**config.mk**
```make
export PLATFORM = sky130hd
export DESIGN_NAME = cbp_div
export DESIGN_NICKNAME = d
export VERILOG_FILES = /design/src/sv/cbp_pkg.sv /design/src/sv/cbp_div.sv
export SDC_FILE = /design/constraint.sdc
export NUM_CORES = 1
export LEC_CHECK = 0
export ABC_AREA = 1
export BUFFER_PORTS_ARGS = -buffer_cell sky130_fd_sc_hd__buf_4
export CAP_MARGIN = 5
export CORE_ASPECT_RATIO = 0.8
export CORE_MARGIN = 2
export CORE_UTILIZATION = 56
export DETAILED_ROUTE_END_ITERATION = 12
export PLACE_DENSITY = 0.79
export RECOVER_POWER = 100
export SETUP_SLACK_MARGIN = 0.3
export SKIP_LAST_GASP = 1
export SYNTH_ARGS = -nofsm -noshare
export SYNTH_HDL_FRONTEND = slang
export SYNTH_SLANG_ARGS = --single-unit
```
**constraint.sdc**
```tcl
create_clock -name aclk -period 6.25 [get_ports aclk]
set_input_delay 1.25 -clock aclk [delete_from_list [all_inputs] [get_ports aclk]]
set_output_delay 1.25 -clock aclk [all_outputs]
set_load 0.005 [all_outputs]
```
**src/sv/cbp_pkg.sv**
```systemverilog
`default_nettype none

package cbp_pkg;

    localparam int MAX_BINS    = 256;
    localparam int BIN_W       = $clog2(MAX_BINS);
    localparam int LVL_W       = 9;
    localparam int COUNT_BITS  = 22;
    localparam int SUM_W       = 30;
    localparam int CMD_W       = 2;
    localparam int PIXEL_W     = 32;
    localparam int CH_W        = 8;
    localparam int COLOR_W     = 24;

    localparam logic [COLOR_W-1:0]    COLOR_SPACE = 24'hFF_FFFF;
    localparam logic [COUNT_BITS-1:0] COUNT_MAX   = {COUNT_BITS{1'b1}};
    localparam logic [LVL_W-1:0]      LEVELS_RST  = 9'd16;

    // shared divider: widest dividend is a color sum, widest divisor a 24-bit color step
    localparam int DVD_W     = SUM_W;
    localparam int DVS_W     = COLOR_W;
    localparam int DIV_STEPS = DVD_W;
    localparam int STEP_W    = $clog2(DIV_STEPS + 1);

    typedef enum logic [CMD_W-1:0] {
        CMD_ACC   = 2'd0,
        CMD_READ  = 2'd1,
        CMD_CLEAR = 2'd2,
        CMD_NOP   = 2'd3
    } cmd_t;

    typedef enum logic [2:0] {
        ST_IDLE,
        ST_DIV_GO,
        ST_DIV_WAIT,
        ST_MEM_RD,
        ST_MEM_DATA,
        ST_OUT
    } state_t;

    typedef enum logic [2:0] {
        PH_LEVEL,
        PH_BIN,
        PH_RED,
        PH_GREEN,
        PH_BLUE
    } phase_t;

    typedef struct packed {
        logic [SUM_W-1:0]      red;
        logic [SUM_W-1:0]      green;
        logic [SUM_W-1:0]      blue;
        logic [COUNT_BITS-1:0] count;
    } bin_entry_t;

    typedef struct packed {
        logic             start;
        logic [DVD_W-1:0] dividend;
        logic [DVS_W-1:0] divisor;
    } div_req_t;

    typedef struct packed {
        logic             done;
        logic [DVD_W-1:0] quotient;
    } div_rsp_t;

endpackage

`default_nettype wire

```
**src/sv/cbp_div.sv**
```systemverilog
`default_nettype none

module cbp_div (
    input  wire logic              aclk,
    input  wire logic              aresetn,
    input  wire cbp_pkg::div_req_t div_req,
    output cbp_pkg::div_rsp_t      div_rsp
);
    import cbp_pkg::*;

    logic              busy_reg;
    logic              done_reg;
    logic [STEP_W-1:0] step_reg;
    logic [DVS_W-1:0]  rem_reg;
    logic [DVD_W-1:0]  quo_reg;
    logic [DVS_W-1:0]  dvs_reg;

    logic [DVS_W:0]    trial;
    logic [DVS_W:0]    diff;
    logic              ge;
    logic [DVS_W-1:0]  rem_next;

    // restoring division, one quotient bit per cycle
    always_comb begin
        trial    = {rem_reg, quo_reg[DVD_W-1]};
        diff     = trial - {1'b0, dvs_reg};
        ge       = (trial >= {1'b0, dvs_reg});
        rem_next = ge ? diff[DVS_W-1:0] : trial[DVS_W-1:0];
    end

    always_ff @(posedge aclk) begin
        if (!aresetn) begin
            busy_reg <= 1'b0;
            done_reg <= 1'b0;
            step_reg <= '0;
        end else begin
            done_reg <= 1'b0;
            if (div_req.start) begin
                busy_reg <= 1'b1;
                step_reg <= STEP_W'(DIV_STEPS);
            end else if (busy_reg) begin
                step_reg <= step_reg - 1'b1;
                if (step_reg == STEP_W'(1)) begin
                    busy_reg <= 1'b0;
                    done_reg <= 1'b1;
                end
            end
        end
    end

    always_ff @(posedge aclk) begin
        if (div_req.start) begin
            quo_reg <= div_req.dividend;
            rem_reg <= '0;
            dvs_reg <= div_req.divisor;
        end else if (busy_reg) begin
            rem_reg <= rem_next;
            quo_reg <= {quo_reg[DVD_W-2:0], ge};
        end
    end

    assign div_rsp.done     = done_reg;
    assign div_rsp.quotient = quo_reg;

endmodule

`default_nettype wire

```
### Yosys cells after proc, flatten, opt, wreduce, memory -nomap -nowiden

Index checks and enable logic that the tools add are counted.

| storage, ports and cells | value |
|---|---|
| register bits | 85 |
| input bits | 57 |
| output and inout bits | 31 |
| word-level logic and storage cells | 25 |

| operators by class | value |
|---|---|
| add/subtract/negate cells | 2 |
| order comparisons | 1 |
| equal/unequal tests | 1 |
| mux-type cells | 9 |
| bitwise logic cells | 2 |
| reduce and logical (&&, ||, !) cells | 3 |

Operator list:

| operator | count |
|---|---|
| $mux 30 | 2 |
| $ge 25x24->1 | 1 |
| $mux 24 | 1 |
| $sub 24x24->24 | 1 |
| $mux 5 | 2 |
| $eq 5x1->1 const B | 1 |
| $sub 5x1->5 const B | 1 |
| $mux 1 | 4 |
| $reduce_or 3->1 | 1 |
| $not 1->1 | 2 |
| $reduce_bool 2->1 | 1 |
| $reduce_or 2->1 | 1 |

### Depth between registers and ports, before layout

| depth | value |
|---|---|
| depth after elaboration | 4 |
| gate-level depth with buffers | 15 |
| gate-level depth less buffers | 15 |

### Worst setup path after synthesis

OpenSTA, ideal clock, no wires.

| timing | value |
|---|---|
| kind | input -> register |
| start | input div_req[54] (netlist bit) |
| end | register quo_reg[0], enable pin |
| setup time | 406 ps |
| arrival time | 2714 ps |
| setup slack | 3130 ps |
| cell stages on the path | 4 |
| path buffers | 2 |
| cell sequence | clkbuf_1 -> nor2_1 -> inv_1 -> clkbuf_1 |

| on the way | value |
|---|---|
| word-level cells in the longest chain between the ends | 1 |

Ends and longest elaborated chain:

| item | line | RTL |
|---|---|---|
| from (decl) | cbp_div.sv:6 | `input wire cbp_pkg::div_req_t div_req,` |
| $reduce_bool 2->1 (no line) | - |  |
| to (signal assigned) | cbp_div.sv:53 | `quo_reg <= div_req.dividend;` |
| to (signal assigned) | cbp_div.sv:58 | `quo_reg <= {quo_reg[DVD_W-2:0], ge};` |
| to (decl) | cbp_div.sv:15 | `logic [DVD_W-1:0] quo_reg;` |

No other way between the ends.
A chain may end at the register's enable or synchronous reset.

### Worst setup path after layout

| timing | value |
|---|---|
| start | register dvs_reg[12] |
| end | register rem_reg[19] |

| on the way | value |
|---|---|
| word-level cells in the longest chain between the ends | 2 |
| elaborated cells on any way between the ends | 3 |

Ends and longest elaborated chain:

| item | line | RTL |
|---|---|---|
| from (decl) | cbp_div.sv:16 | `logic [DVS_W-1:0] dvs_reg;` |
| from (signal assigned) | cbp_div.sv:55 | `dvs_reg <= div_req.divisor;` |
| $sub 24x24->24 / $ge 25x24->1 (equally long branches) | cbp_div.sv:26, cbp_div.sv:27 |  |
| $mux 24 (*) | cbp_div.sv:28 | `rem_next = ge ? diff[DVS_W-1:0] : trial[DVS_W-1:0];` |
| to (signal assigned) | cbp_div.sv:57 | `rem_reg <= rem_next;` |
| to (decl) | cbp_div.sv:14 | `logic [DVS_W-1:0] rem_reg;` |

Mark *: on every way between the ends. The rest lies on a longest branch, timed or not.

==> key figures <==
Die
  – Ports: 88
  – Chip Height: 91.4 µm
  – Num rows: 31
  – Starting density of the core: 58.4%
  – Core box area: 0.00915 mm²
  – Die Wd: 113 µm
  – Die area: 0.0103 mm²

Timing
  – Max Slew Vio Count: 52
  – Tcrit/Tclk final: 71.2%
  – Final setup TNS: 0 ps
  – Min Tclk post-route: 4450 ps
  – Final Hold Viols: 0
  – Count of final setup violators: 0
  – RSZ-0062 raised after global routing: false
  – Fmax: 225 MHz
  – Rel. slew slack: -54.6%
  – Clock Skew: 12.4 ps
  – Worst-Margin Slew: 2320 ps

Critical path
  – Crit-path slowest cell: a21oi_1
  – Crit path capture type: flip-flop
  – Cell repeated most along the worst path: nand2_1
  – Top delay family on crit path: simple AND/OR/NAND/NOR gates
  – R2R depth: 13
  – Worst EP arrival: 4730 ps
  – Reg-to-Reg Start: dvs_reg[12]
  – CP Buf/Inv Count: 2
  – CP Data Required Time: 6530 ps
  – CP peak stage delay: 1720 ps
  – Terminus of the critical flop-to-flop path: rem_reg[19]
  – CP startpoint kind: flip-flop
  – Flop2flop setup slack: 1800 ps
  – Worst-path cell chain: inv_1 > ha_1 > nand2_1 > nand2_1 > inv_1 > nand2_1 > nand2_1 > nand2_1 > a21oi_1 > nand3_4 > nand3_1 > nand3_1 > nand2_1
  – CP Max Fanout: 25
  – WS Path Type: reg2reg

Power
  – P_sw: 387 µW
  – Switching share of power: 27.8%
  – Part of the power in registers: 47.3%
  – Static Leak: 3.32 nW
  – Clk pwr share: 39.3%
  – Comb power frac: 13.4%
  – Max rail drop VDD: 0.159 mV
  – Pwr Density: 220 mW/mm²
  – P_int: 1.00 mW

Cells and area
  – Filler cells: 780
  – Finished Cell Area: 0.00633 mm²
  – Most frequent cells in the layout: nand2_1, inv_1, nand3_1, edfxtp_1, clkbuf_4
  – Area grow syn2layout: 18.4%
  – Layout cell share with drive strength beyond 1: 13.9%
  – Most common cell after layout, fill and taps aside: nand2_1
  – Antenna diodes: 0
  – Number of flip-flops in the largest register: 30
  – Final Net Count: 915

Drt
  – Post-Route WL: 13.3 mm
  – Vias: 5002
  – Antenna Violating Nets Remaining: 0
  – Wire per inst: 14.0 µm
  – # DRC: 2
  – 1st-iter DRT viols: 357
  – DR pass1 iterations: 9
  – Vias per Instance: 5.26

CTS
  – CTS tree: done
  – Clock root cell: clkbuf_16
  – Max Buffers Root-to-Sink: 2
  – CTS Hold Bufs: 0
  – Clk_lat worst skew: 350 ps
  – Clock-pin slew on the worst setup and hold paths: 70 ps
  – CTS H-Tree Depth: 3
  – Clock sinks: 85
  – Num CTS Buffers: 9
  – Cts repair resizes: 0
  – Post-CTS Setup Bufs: 0

Run status
  – Failing checks: DRC, capacitance limit, slew limit
  – Status: finished, violations left

Placement
  – HPWL after DPL: 9.59 mm
  – Final GP Congestion: 0.947
  – IO Port Bufs: 87
  – Placed inst area: 0.00605 mm²

Run
  – Maxcap violations: 2

Synth
  – Sequential cell area fraction in the yosys report: 42.0%
  – Ys Warns: 0
  – Synth top area cells: edfxtp_1, nand2_1, dfxtp_1
  – Synth cell types: 35
  – #FFs+latches synth: 85
  – Post-synth top area cell: edfxtp_1
  – Gate Count Post-Synth: 752
  – Top-area cell type share of the netlist area: 30.4%
  – Avg Cell Area, Syn: 7.10 µm²
  – Synth Cell Area: 0.00534 mm²
  – Syn nets: 836

Min path
  – HP Start: rem_reg[12]
  – Worst hold path type: reg2reg
  – Hold worst-path end: rem_reg[12]
  – Hold Path Depth: 2

Global route
  – Overflow after GRT: 0
  – Initial antenna violation count: 0
  – Vias in the first global route: 4552
  – First-pass GRT wire length: 21.6 mm
  – All-layer global routing usage: 25.9%
  – Largest net degree at the start of global routing: 60
[cells by family after synthesis]
logic type	Yosys count	synth area share [%]
adders and majority gates	27	6.46
and+or+nand+nor	430	34.0
xor gates and xnor gates	10	1.64
AOI/OAI and AO/OA	36	3.93
buffers and inverters	164	12.0
DFF	85	42.0
[worst reg2reg max path, delay by kind of cell, from the launching register on]
kind            cells  cell delay, ps
simple gates        9            1850
buf+inv             2             150
fa+ha+maj           1             300
compound gates      1            1720
flops               1             370
[synth_stat cells (all sizes together)]
cell and n:
o31ai 1, a21oi 14, o211ai 1, or2 2, ha 26, a31oi 2
nand3b 1, o21bai 2, clkbuf 11, fa 1, nor2 45, a21o 1
xnor2 8, xor2 2, nand3 58, buf 9, dfxtp 31, edfxtp 54
nor3 4, nand4 30, o21ai 14, nand2 290, inv 144, a221oi 1
[through the flow]
stage,std cells,worst slack [ps],hold slack [ps],util (%),total power [mW]
2_1_floorplan,752,3130,446,-,0.769
3_3_place_gp,935,2500,459,66.1,0.856
3_5_place_dp,935,2350,467,66.1,0.860
4_1_cts,951,2690,478,69.4,1.40
5_1_grt,951,1400,493,69.1,1.44
6_report,951,1800,476,69.1,1.39
[how the worst max path moves through the flow]
stage,end,depth (start not counted),start
after floorplan,quo_reg[0],4,div_req[54]
after global placement,busy_reg,6,div_req[54]
after detailed placement,rem_reg[1],5,div_req[54]
after CTS,rem_reg[1],5,div_req[54]
after global routing,rem_reg[19],11,dvs_reg[22]
final,rem_reg[19],13,dvs_reg[12]
[power groups by stage]
stage                     sequential (mW)  combinational, mW  clock (mW)
final                               0.658              0.187       0.547
after global routing                0.663              0.208       0.572
after CTS                           0.659              0.191       0.551
after detailed placement            0.670              0.190           0
after global placement              0.670              0.186           0
after floorplan                     0.669              0.100           0
[layout make-up]
| class | count | area (µm²) | share of cell area (%) |
|---|---|---|---|
| multi-input cells | 503 | 2450 | 38.7 |
| flip-flops and latches | 85 | 2240 | 35.4 |
| repair buffers | 88 | 649 | 10.3 |
| inverters | 144 | 541 | 8.54 |
| clock buffers | 9 | 225 | 3.56 |
| well taps | 115 | 144 | 2.27 |
| clock inverters | 7 | 77.6 | 1.23 |
[per-layer routing]
metal	vias to the layer above	GRT usage (%)	wire length, µm
li1	2523	-	-
met1	2261	36.7	6250
met2	198	41.3	5920
met3	20	5.21	944
met4	0	5.49	163
met5	-	0	0
(Power assumes the default switching activity.)
